$ cat src/design/assert_macros.svh
// Assertion helpers used by array_cursor_list.
`ifndef ASSERT_MACROS_SVH
`define ASSERT_MACROS_SVH

// Same-cycle implication, checked out of reset.
`define ACL_ASSERT_NOW(label, clk, rst_n, ante, cons, msg) \
    label: assert property (@(posedge clk) disable iff (!rst_n) (ante) |-> (cons)) \
        else $error(msg);

// Next-cycle implication, checked out of reset.
`define ACL_ASSERT_NEXT(label, clk, rst_n, ante, cons, msg) \
    label: assert property (@(posedge clk) disable iff (!rst_n) (ante) |=> (cons)) \
        else $error(msg);

`endif

$ cat src/design/acl_pkg.sv
`default_nettype none

package acl_pkg;

    localparam int DEF_CAPACITY   = 64;
    localparam int DEF_DATA_WIDTH = 32;
    localparam int PORT_DATA_W    = 32;
    localparam int PORT_POS_W     = 6;
    localparam int PORT_COUNT_W   = 7;

    typedef enum logic [3:0] {
        CMD_READ_CUR  = 4'd0,
        CMD_WRITE_CUR = 4'd1,
        CMD_PREV      = 4'd2,
        CMD_NEXT      = 4'd3,
        CMD_FIRST     = 4'd4,
        CMD_LAST      = 4'd5,
        CMD_DELETE    = 4'd6,
        CMD_INS_BEFORE = 4'd7,
        CMD_INS_AFTER = 4'd8,
        CMD_READ_IDX  = 4'd9,
        CMD_WRITE_IDX = 4'd10
    } cmd_t;

    typedef enum logic [1:0] {
        STS_OK    = 2'd0,
        STS_EMPTY = 2'd1,
        STS_RANGE = 2'd2,
        STS_FULL  = 2'd3
    } status_t;

    typedef enum logic [2:0] {
        CELL_HOLD,
        CELL_WRITE,
        CELL_INSERT,
        CELL_DELETE,
        CELL_READ
    } cell_op_t;

    typedef enum logic {
        FSM_IDLE,
        FSM_READ
    } fsm_t;

endpackage

`default_nettype wire

$ cat src/design/acl_cell.sv
`default_nettype none

module acl_cell #(
    parameter int IDX_W  = 6,
    parameter int DATA_W = 32,
    parameter int INDEX  = 0
) (
    input  wire                     clk,
    input  acl_pkg::cell_op_t       op,
    input  wire  [IDX_W-1:0]        sel_idx,
    input  wire  [DATA_W-1:0]       wr_data,
    input  wire  [DATA_W-1:0]       left_data,
    input  wire  [DATA_W-1:0]       right_data,
    input  wire  [DATA_W-1:0]       right_carry,
    output logic [DATA_W-1:0]       data_out,
    output logic [DATA_W-1:0]       carry_out
);

    localparam logic [IDX_W-1:0] MY_IDX = IDX_W'(INDEX);

    logic [DATA_W-1:0] data_reg;
    logic [DATA_W-1:0] data_next;
    logic [DATA_W-1:0] carry_reg;
    logic [DATA_W-1:0] carry_next;

    always_comb
    begin
        data_next  = data_reg;
        carry_next = right_carry;
        case (op)
            acl_pkg::CELL_WRITE:
            begin
                if (sel_idx == MY_IDX)
                begin
                    data_next = wr_data;
                end
            end
            acl_pkg::CELL_INSERT:
            begin
                if (sel_idx == MY_IDX)
                begin
                    data_next = wr_data;
                end
                else if (MY_IDX > sel_idx)
                begin
                    data_next = left_data;
                end
            end
            acl_pkg::CELL_DELETE:
            begin
                if (MY_IDX >= sel_idx)
                begin
                    data_next = right_data;
                end
            end
            acl_pkg::CELL_READ:
            begin
                if (sel_idx == MY_IDX)
                begin
                    carry_next = data_reg;
                end
            end
            default:
            begin
                data_next = data_reg;
            end
        endcase
    end

    always_ff @(posedge clk)
    begin
        data_reg  <= data_next;
        carry_reg <= carry_next;
    end

    assign data_out  = data_reg;
    assign carry_out = carry_reg;

endmodule

`default_nettype wire
$ cat config.mk
export PLATFORM = sky130hd
export DESIGN_NAME = acl_cell
export DESIGN_NICKNAME = d
export VERILOG_FILES = /design/src/design/assert_macros.svh /design/src/design/acl_pkg.sv /design/src/design/acl_cell.sv
export SDC_FILE = /design/constraint.sdc
export NUM_CORES = 1
export LEC_CHECK = 0
export BUFFER_PORTS_ARGS = -buffer_cell sky130_fd_sc_hd__buf_4
export CORE_MARGIN = 4
export CORE_UTILIZATION = 39
export CTS_CLUSTER_SIZE = 30
export DETAILED_ROUTE_END_ITERATION = 10
export PLACE_DENSITY = 0.85
export SYNTH_ARGS = -nofsm -noshare
export SYNTH_HDL_FRONTEND = slang
export SYNTH_SLANG_ARGS = --single-unit
$ cat constraint.sdc
create_clock -name clk -period 4.3 [get_ports clk]
set_input_delay 0.215 -clock clk [delete_from_list [all_inputs] [get_ports clk]]
set_output_delay 0.215 -clock clk [all_outputs]
set_load 0.01 [all_outputs]
Yosys cells after proc, flatten, opt, wreduce, memory -nomap -nowiden
Cells that the tools add are included.

Bits in registers: 64. Bits in latches: 0. Memory bits (writable): 0. Bits in read-only memories: 0. Input bits: 138. Output and inout port bits: 64. Memories: 0.

Add/sub/neg operators: 0. $mul: 0. Divide/modulo/power cells: 0. Magnitude comparators: 2. Equal/unequal tests: 7. Shifts and indexed selects: 0. Mux-type cells: 7. Bitwise operators: 0. Reductions and logical operators: 3.

Operators by type and width (count): 32-bit two-way mux (6); 32-bit case mux with 3 select lines (1); 3-bit by 2-bit == test with 1-bit output, second input constant (2); 1-bit by 6-bit >= comparator with 1-bit output, first input constant (1); 1-bit by 6-bit > comparator with 1-bit output, first input constant (1); 6-bit logical NOT (1); 2-bit != test, second input constant (2); 4-bit AND reduction (1); 3-bit by 1-bit == test with 1-bit output, second input constant (1); 3-bit == test, second input constant (1); 3-bit != test, second input constant (1); 3-bit nonzero test (1).

Depth between registers and ports, before layout
Gate-level depths: netlist of run 1.

Word-level depth: 4. Gate-level depth with buffers: 5. Gate-level depth less buffers: 3.

Least setup slack after synthesis of run 1
No wires, ideal clock.

Path type: input to register. From: input sel_idx[0]. To: register data_reg[0] (netlist: data_out[0]) (enable). Setup time: 502 ps. Data arrival time: 4099 ps. Required time: 3798 ps. Slack: -301 ps. Cell stages on the path: 4. Cell sequence: or4_1 > buf_2 > buf_6 > nor4_1.

Longest elaborated chain between the ends: 3. Elaborated cells between the ends (all ways): 7. Classes of those cells: order compare: 2; eq/ne: 3; reduce/logical: 2.

Ends and longest elaborated chain: start: declaration (line acl_cell.sv:10) `input wire [IDX_W-1:0] sel_idx,`; 1-bit by 6-bit > comparator with 1-bit output, or another cell as far along (line acl_cell.sv:44) `else if (MY_IDX > sel_idx)`; 3-bit != test (no line) / 2-bit != test (equally long branches); 4-bit AND reduction (no line) (*); end signal: assignment (line acl_cell.sv:72) `data_reg <= data_next;`; end: declaration (line acl_cell.sv:21) `logic [DATA_W-1:0] data_reg;`.

Mark *: on every way between the ends. The rest lies on a longest branch, timed or not. A chain may end at the register's enable or synchronous reset.

Worst setup path after layout of run 1
From: input sel_idx[0]. To: register data_reg[22] (netlist: data_out[22]) (enable).

Same word-level chain as after synthesis.

==> results of run 1 <==
==> area by class of cell <==
cell class                      instances  share of cell area [%]
Clock buffer                           11                    2.70
Tap cell                              102                    2.63
Timing Repair Buffer                  207                    32.0
Clock inverter                          4                   0.463
Multi-Input combinational cell        170                    29.3
Sequential cell                        64                    32.9
==> cells in the final DEF, fill, tap and decap left out <==
| cell | n |
|---|---|
| sky130_fd_sc_hd__nor2_1 | 1 |
| sky130_fd_sc_hd__nand2b_1 | 1 |
| sky130_fd_sc_hd__edfxtp_1 | 32 |
| sky130_fd_sc_hd__nor4_1 | 32 |
| sky130_fd_sc_hd__mux2_2 | 2 |
| sky130_fd_sc_hd__nor2b_2 | 1 |
| sky130_fd_sc_hd__or4_1 | 1 |
| sky130_fd_sc_hd__a2111oi_0 | 32 |
| sky130_fd_sc_hd__clkbuf_8 | 9 |
| sky130_fd_sc_hd__nand3b_1 | 1 |
| sky130_fd_sc_hd__o22ai_1 | 32 |
| sky130_fd_sc_hd__dfxtp_1 | 32 |
| sky130_fd_sc_hd__buf_4 | 207 |
| sky130_fd_sc_hd__clkinv_2 | 3 |
| sky130_fd_sc_hd__nor2_2 | 1 |
| sky130_fd_sc_hd__nand4_4 | 1 |
| sky130_fd_sc_hd__or2_2 | 1 |
| sky130_fd_sc_hd__clkinvlp_4 | 1 |
| sky130_fd_sc_hd__nor4_4 | 2 |
| sky130_fd_sc_hd__nor3_1 | 32 |
| sky130_fd_sc_hd__clkbuf_1 | 2 |
| sky130_fd_sc_hd__mux2_4 | 30 |
==> path summary, 6_finish.rpt <==
path                  startpoint             to  slack [ps]  depth (start not counted)
setup / recovery      sel_idx[0]   data_out[22]        1950                          5
setup reg to reg    data_out[19]  carry_out[19]        3450                          1
hold / removal    right_carry[2]   carry_out[2]         100                          2
hold reg to reg     data_out[22]  carry_out[22]         510                          1
==> kinds of logic after synthesis <==
kind of cell | after synthesis | synth area share, %
flip-flops | 64 | 50.5
AO/OA/AOI/OAI | 64 | 15.2
multiplexers | 32 | 14.9
AND/OR/NAND/NOR | 74 | 14.2
buffers and inverters | 34 | 5.21
==> metal layers <==
layer  GRT usage, %  vias to the layer above  part of all wire [%]
met3           6.00                       31                   8.6
met2           40.0                      217                    52
met4           9.56                        0                   2.7
met1           26.0                     1520                    37
li1               -                     1481                     -
met5              0                        -                     0
==> power by group <==
group          internal (W)  leakage, nW  switching, W
clock network      0.000203       0.0789      0.000225
registers          0.000661        0.565    0.00000571
logic              0.000144         1.44      0.000105
total               0.00101         2.09      0.000335
==> worst max-delay path, stage by stage <==
cell and delay (ps):
sky130_fd_sc_hd__buf_4 120, sky130_fd_sc_hd__or4_1 510, sky130_fd_sc_hd__buf_4 270, sky130_fd_sc_hd__nor4_4 850, sky130_fd_sc_hd__buf_4 400
==> metrics by stage <==
stage	cell area (um2)	utilization [%]
finish	4860	62.3
global route	4860	62.3
CTS	4860	62.3
detailed placement	4710	60.3
global placement	4710	60.3
floorplan	3180	-
==> state kept, by name, summed over array words and instances, names as in the netlist <==
name and count:
carry_out 32, data_out 32
==> results.json, run 1 <==
{
  "outcome": "completed",
  "tritoncts": "done",
  "crit_required_ps": 4320,
  "die_h_um": 98.2,
  "post_dp_hpwl_mm": 8.30,
  "synth-seq-cells": 64,
  "mappedNetlistArea_um2": 3170,
  "htree_num_levels": 3,
  "clk_pin_slew_worst_paths_ps": 70,
  "total_grt_usage_pct": 22.7,
  "floorplan.initialDensity_pct": 40.6,
  "antenna_found_initial": 0,
  "detail_route.wirelength_mm": 11.3,
  "critPathMaxFanout": 33,
  "post_drt_wl_per_cell_um": 20.2,
  "placement.io_buffers": 201,
  "fin_setup_tns_ps": 0,
  "detailroute.via_count": 3249,
  "worst_ep_arrival_time_ps": 2370,
  "period_share_pct": 54.7,
  "grt_max_degree": 67,
  "num-fill-cells": 623,
  "yosys-top-cells-area": "sky130_fd_sc_hd__edfxtp_1 30%, sky130_fd_sc_hd__dfxtp_1 20%, sky130_fd_sc_hd__mux2_4 14%",
  "total_power_w": 0.00134,
  "critPathKind": "in2reg",
  "combined_area_of_the_multi_input_logic_cells_um2": 1420,
  "max_clock_freq_ghz": 0.425,
  "drt-vias-per-instance": 5.82,
  "cts-root-buf": "sky130_fd_sc_hd__clkbuf_8",
  "ir_drop_mv": 0.154,
  "ys_warn_count": 0,
  "die-area_um2": 9640,
  "core-area_um2": 7810,
  "syn-instance-count": 268,
  "initialDrtViolationCount": 205,
  "gp_routability_congestion": 0.878,
  "whs_ps": 97.9,
  "die-width_um": 98.2,
  "cts-buffers-inserted": 9,
  "cap_violations": 0,
  "nets_in_the_synthesized_netlist": 406,
  "slew_violations": 0,
  "final-setup-viol-count": 0,
  "cts_buffer_depth": 2,
  "final_cells": 558,
  "postRouteAntennaNets": 0,
  "row_count": 32,
  "cts-resized-gates": 0,
  "leakage_power_figure_nw": 2.09,
  "ys_dominant_reg_cell": "sky130_fd_sc_hd__edfxtp_1",
  "worst_slew_pin_slew_ps": 1160,
  "final_layout_size_suffix_gt1_share_pct": 56.6,
  "antenna_cells_inserted": 0,
  "ys_async_sr_fraction_pct": 0,
  "final_net_count": 590,
  "hold_path.class": "in2reg",
  "yosysSeqAreaShare_pct": 50.5,
  "grt_remaining_overflow": 0,
  "signed_area_change_from_the_synthesized_netlist_to_the_final_layout_pct": 53.3,
  "power.density_nw_per_um2": 276,
  "clock_skew_ps": 8.94,
  "postCtsSetupRepairBufs": 0,
  "yosys.cell_count.top_type": "sky130_fd_sc_hd__nor4_1",
  "synth_enable_flop_cells": 32,
  "netlist.area_leader.share_pct": 30.3,
  "cp-start-kind": "primary input",
  "regArea_um2": 1600,
  "worst_slew_margin_rel_pct": 22.5,
  "yosys.cell_types.count": 19,
  "cts_num_sinks": 64,
  "finalCriticalPeriod_ps": 2350,
  "synth_area_leader_cell": "sky130_fd_sc_hd__edfxtp_1",
  "finalHoldViolCount": 0,
  "dp_worst_setup_slack_ps": 1590,
  "worst_skew_pair_latency_ps": 340,
  "postCtsHoldBufs": 0,
  "route.detailed.drc": 0,
  "ioPinCount": 202,
  "wire_length_of_the_first_global_routing_pass_mm": 17.4,
  "syn-mean-instance-area_um2": 11.8,
  "grt_setup_unrepaired": "false",
  "grt_pass1_vias": 3393,
  "first_pass_iters": 4,
  "crit_path_end_kind": "register",
  "setup_slack_ps": 1950,
  "place.detailed.instances": 543
}
No activity file was read; power rests on OpenSTA's default activity.
==> run 2: changes to the inputs <==
Settings changed: ABC_AREA set to 1, CORE_UTILIZATION 39 to 40.
Clock period 4.3 ns to 1.95 ns, I/O delays scaled along.
==> run 2 against run 1 <==
Effect of this change: sequential power up 120%; die area up 7.5%; combinational power rose to 2.5 times the previous value; non-clock buffer count up 35; worst setup slack worse by 1200 ps; clock skew about the same; clock power up 150%; synthesized cell count up 84%; sequential share of layout area down 4.3 points; total power up 130%; register-to-register slack worse by 2200 ps; flip-flop and latch count unchanged; highest routed layer unchanged.
==> results.json, run 2 <==
{
  "outcome": "completed",
  "power.density_nw_per_um2": 562,
  "yosysSeqAreaShare_pct": 45.5,
  "critPathKind": "in2reg",
  "cts-resized-gates": 0,
  "crit_required_ps": 2220,
  "clk_pin_slew_worst_paths_ps": 70,
  "worst_ep_arrival_time_ps": 1440,
  "core-area_um2": 8380,
  "initialDrtViolationCount": 164,
  "place.detailed.instances": 776,
  "tritoncts": "done",
  "grt_max_degree": 65,
  "max_clock_freq_ghz": 0.851,
  "syn-mean-instance-area_um2": 7.12,
  "leakage_power_figure_nw": 2.83,
  "final_layout_size_suffix_gt1_share_pct": 33.1,
  "synth_top_cells_by_count": "128 x sky130_fd_sc_hd__nand2_1, 97 x sky130_fd_sc_hd__inv_1, 65 x sky130_fd_sc_hd__nand3_1",
  "syn-instance-count": 494,
  "cts_buffer_depth": 2,
  "postRouteAntennaNets": 0,
  "ys_async_sr_fraction_pct": 0,
  "route.detailed.drc": 0,
  "wire_length_of_the_first_global_routing_pass_mm": 19.0,
  "synth_enable_flop_cells": 32,
  "combined_area_of_the_multi_input_logic_cells_um2": 1410,
  "yosys-top-cells-area": "sky130_fd_sc_hd__edfxtp_1 27%, sky130_fd_sc_hd__dfxtp_1 18%, sky130_fd_sc_hd__nand2_1 14%",
  "yosys.cell_count.top_type": "sky130_fd_sc_hd__nand2_1",
  "nets_in_the_synthesized_netlist": 632,
  "ys_warn_count": 0,
  "detailroute.via_count": 4081,
  "netlist.area_leader.share_pct": 27.3,
  "finalCriticalPeriod_ps": 1170,
  "worst_skew_pair_latency_ps": 320,
  "worst_slew_margin_rel_pct": 72.7,
  "die_h_um": 102,
  "first_pass_iters": 5,
  "grt_remaining_overflow": 0,
  "final_net_count": 850,
  "layout_common_cells": "211 x sky130_fd_sc_hd__buf_4, 128 x sky130_fd_sc_hd__nand2_1, 97 x sky130_fd_sc_hd__inv_1",
  "final-setup-viol-count": 0,
  "total_grt_usage_pct": 23.3,
  "cp-start-kind": "primary input",
  "mappedNetlistArea_um2": 3520,
  "cts_num_sinks": 64,
  "crit_path_end_kind": "register",
  "ioPinCount": 202,
  "cts-buffers-inserted": 9,
  "grt_setup_unrepaired": "false",
  "hold_path.class": "in2reg",
  "ir_drop_mv": 0.262,
  "antenna_found_initial": 0,
  "signed_area_change_from_the_synthesized_netlist_to_the_final_layout_pct": 59.2,
  "critPathMaxFanout": 34,
  "slew_violations": 0,
  "postLayoutCoreUtil_pct": 66.8,
  "post_drt_wl_per_cell_um": 14.7,
  "row_count": 33,
  "yosys.cell_types.count": 17,
  "final_cells": 822,
  "cts-root-buf": "sky130_fd_sc_hd__clkbuf_8",
  "synth_area_leader_cell": "sky130_fd_sc_hd__edfxtp_1",
  "detail_route.wirelength_mm": 12.1,
  "worst_slew_pin_slew_ps": 409,
  "htree_num_levels": 3,
  "die-width_um": 102,
  "layout.cells.most_common": "sky130_fd_sc_hd__buf_4",
  "floorplan.initialDensity_pct": 42.0,
  "fin_setup_tns_ps": 0,
  "synth-seq-cells": 64,
  "drt-vias-per-instance": 4.96,
  "clock_skew_ps": 8.64,
  "finalHoldViolCount": 0,
  "num-fill-cells": 658,
  "post_dp_hpwl_mm": 8.67,
  "period_share_pct": 60.2,
  "die-area_um2": 10400,
  "regArea_um2": 1600,
  "placement.io_buffers": 201,
  "dp_worst_setup_slack_ps": 434,
  "grt_pass1_vias": 4186,
  "setup_slack_ps": 776,
  "ys_dominant_reg_cell": "sky130_fd_sc_hd__edfxtp_1",
  "gp_routability_congestion": 0.853,
  "cap_violations": 0,
  "antenna_cells_inserted": 0
}
run 2: cell types whose count changed in the layout (fill, tap and decap cells not counted), moves of 23 or more:
cell / before / now
sky130_fd_sc_hd__nor3_1: 32 / 0
sky130_fd_sc_hd__dlygate4sd3_1: 0 / 30
sky130_fd_sc_hd__a2111oi_0: 32 / 0
sky130_fd_sc_hd__nand2_1: 0 / 128
sky130_fd_sc_hd__o22ai_1: 32 / 0
sky130_fd_sc_hd__nand4_1: 0 / 32
sky130_fd_sc_hd__nand3_1: 0 / 64
sky130_fd_sc_hd__o21ai_1: 0 / 23
sky130_fd_sc_hd__o21ai_0: 0 / 41
sky130_fd_sc_hd__mux2_4: 30 / 0
sky130_fd_sc_hd__nor4_1: 32 / 0
sky130_fd_sc_hd__inv_1: 0 / 97
run 2: worst max-delay path, stage by stage:
cell and delay, ps:
sky130_fd_sc_hd__buf_4 230, sky130_fd_sc_hd__nor2_2 240, sky130_fd_sc_hd__nand2_2 260, sky130_fd_sc_hd__nor2_2 190
sky130_fd_sc_hd__buf_4 250, sky130_fd_sc_hd__nand2_1 90, sky130_fd_sc_hd__nand2_1 70
run 2: final timing paths:
check | endpoint | startpoint | cells past startpoint | slack (ps)
max | carry_out[1] | op[0] | 7 | 780
min | carry_out[23] | right_carry[23] | 3 | 30
max reg2reg | carry_out[12] | data_out[12] | 2 | 1250
min reg2reg | carry_out[29] | data_out[29] | 2 | 480
run 2: power by group:
part	switching [W]	internal (W)	total, W
logic	0.000286	0.000344	0.000631
registers	0.0000132	0.00146	0.00147
clock network	0.000486	0.000560	0.00105
total	0.000785	0.00236	0.00315
run 2: kinds of logic after synthesis:
family	Yosys count	synth area share, %
buf+inv	132	15.1
simple gates	234	30.3
flops	64	45.5
compound gates	64	9.11
run 2: timing repair:
action / in CTS / in global routing
hold buffers: 30 / 0
buffers inserted: 0 / 0
endpoints found under the hold margin: 30 / 0
run 2: per-stage QoR:
step                      area, um2  total power, W  hold WS [ps]
after floorplan                3530         0.00174           209
after global placement         5110         0.00206           298
after detailed placement       5110         0.00208           300
after CTS                      5600         0.00317          10.6
after global routing           5600         0.00330          49.3
final                          5600         0.00315          28.0
run 2: layout make-up:
class	count	share of cell area, %
repair buffers	242	34.0
inverters	97	6.50
multi-input cells	298	25.2
clock inverters	3	0.268
well taps	105	2.35
clock buffers	13	3.02
flip-flops and latches	64	28.6
run 2: metal layers:
| layer | routed length, um | vias up | track usage, % |
|---|---|---|---|
| met5 | 0 | - | 0 |
| met4 | 520 | 0 | 13.9 |
| met3 | 1110 | 43 | 3.86 |
| met2 | 6080 | 248 | 41.2 |
| met1 | 4380 | 1769 | 26.1 |
| li1 | - | 2021 | - |
==> run 3: changes to the inputs <==
Clock period 1.95 ns to 1.02 ns, I/O delays scaled along.
==> run 3 against run 2 <==
Effect of this change: via count grew 2.0%; worst hold slack improved by 63 ps; total power rose by 100%; non-clock buffer count is 12 higher; utilization is 2.4 points higher.
==> results.json, run 3 (same netlist as run 2, synthesis figures left out) <==
{
  "outcome": "completed",
  "cts-root-buf": "sky130_fd_sc_hd__clkbuf_8",
  "grt_pass1_vias": 4296,
  "tritoncts": "done",
  "clk_pin_slew_worst_paths_ps": 80,
  "postRouteAntennaNets": 0,
  "timing.critical_path.buf_inv": 1,
  "cp-start-kind": "register",
  "leakage_power_figure_nw": 2.93,
  "placement.io_buffers": 201,
  "critPathSlowestCell": "sky130_fd_sc_hd__edfxtp_1",
  "global_route.peak_usage_layer": "met2",
  "total_power_w": 0.00629,
  "placed_area_um2": 5240,
  "period_share_pct": 97.8,
  "initialDrtViolationCount": 189,
  "final_cells": 834,
  "antenna_cells_inserted": 0,
  "grt_remaining_overflow": 0,
  "clock_skew_ps": 11.6,
  "total_grt_usage_pct": 24.2,
  "power.density_nw_per_um2": 1090,
  "hold_path.class": "in2reg",
  "signed_area_change_from_the_synthesized_netlist_to_the_final_layout_pct": 64.9,
  "core-area_um2": 8380,
  "detail_route.wirelength_mm": 12.8,
  "path_cells": "buf_6",
  "finalCriticalPeriod_ps": 998,
  "die_h_um": 102,
  "ir_drop_mv": 0.744,
  "grt.met1_usage_pct": 27.1,
  "gp_routability_congestion": 0.832,
  "place.detailed.instances": 783,
  "critPathKind": "reg2out",
  "crit_path_end_kind": "output port",
  "crit_required_ps": 970,
  "slew_violations": 0,
  "drt-vias-per-instance": 4.99,
  "first_pass_iters": 5,
  "fin_setup_tns_ps": 0,
  "worst_slew_margin_rel_pct": 73.4,
  "max_clock_freq_ghz": 1.00,
  "cts-buffers-inserted": 9,
  "layout_common_cells": "215 x sky130_fd_sc_hd__buf_4, 128 x sky130_fd_sc_hd__nand2_1, 97 x sky130_fd_sc_hd__inv_1",
  "htree_num_levels": 3,
  "finalHoldViolCount": 0,
  "cts_num_sinks": 64,
  "floorplan.initialDensity_pct": 42.0,
  "use_met2_pct": 44.3,
  "max_stage_delay_ps": 460,
  "die-area_um2": 10400,
  "post_dp_hpwl_mm": 8.94,
  "cap_violations": 0,
  "cts_buffer_depth": 2,
  "worst_slew_pin_slew_ps": 400,
  "route.detailed.drc": 0,
  "final_area_um2": 5800,
  "grt_setup_unrepaired": "true",
  "final-setup-viol-count": 0,
  "layout.cells.most_common": "sky130_fd_sc_hd__buf_4",
  "antenna_found_initial": 0,
  "critical_path.top_delay_family": "flip-flops",
  "ioPinCount": 202,
  "critPathMaxFanout": 2,
  "worst_skew_pair_latency_ps": 330,
  "row_count": 33,
  "die-width_um": 102,
  "final_layout_size_suffix_gt1_share_pct": 34.0,
  "met3_usage_pct": 4.06,
  "final_net_count": 862,
  "post_drt_wl_per_cell_um": 15.4,
  "detailroute.via_count": 4161,
  "grt_max_degree": 39,
  "worst_ep_arrival_time_ps": 950,
  "wire_length_of_the_first_global_routing_pass_mm": 19.6
}
## run 3: final timing paths
check | slack (ps) | endpoint | from | depth (start not counted)
max reg2reg | 120 | carry_out[13] | data_out[13] | 4
min reg2reg | 480 | carry_out[28] | data_out[28] | 2
min | 90 | data_out[0] | left_data[0] | 5
max | 20 | data_out[27] | data_out[27] | 1
## run 3: layout make-up
type / instances / area, um2
well taps: 105 / 131
fillers: 656 / 2580
multi-input cells: 298 / 1430
clock buffers: 12 / 188
inverters: 97 / 364
clock inverters: 4 / 21.3
flip-flops and latches: 64 / 1600
repair buffers: 254 / 2070
## run 3: timing repair
action                     CTS  global route
pin swaps                    0             0
hold endpoints to repair    32             0
setup endpoints to repair    2             3
gates resized for setup      1             0
setup buffers                1             2
hold buffers                32             0
## run 3: metal layers
layer / share of wire (%) / up-vias
li1: - / 2050
met1: 36 / 1872
met2: 53 / 207
met3: 7.7 / 32
met4: 2.9 / 0
met5: 0 / -
## run 3: power breakdown
group          internal (W)  total (W)  leakage (nW)  switching (W)
combinational      0.000691    0.00125          2.26       0.000560
sequential          0.00279    0.00281         0.550      0.0000251
clock               0.00123    0.00223         0.113       0.000999
## run 3: stage by stage
stage          utilization (%)  worst slack [ps]  hold WS (ps)
4_1_cts                   69.0             -2.37          72.4
5_1_grt                   69.2             -8.81           107
2_1_floorplan                -              -695           162
3_5_place_dp              62.6              -215           255
6_report                  69.2              22.4          90.9
3_3_place_gp              62.6              -175           247
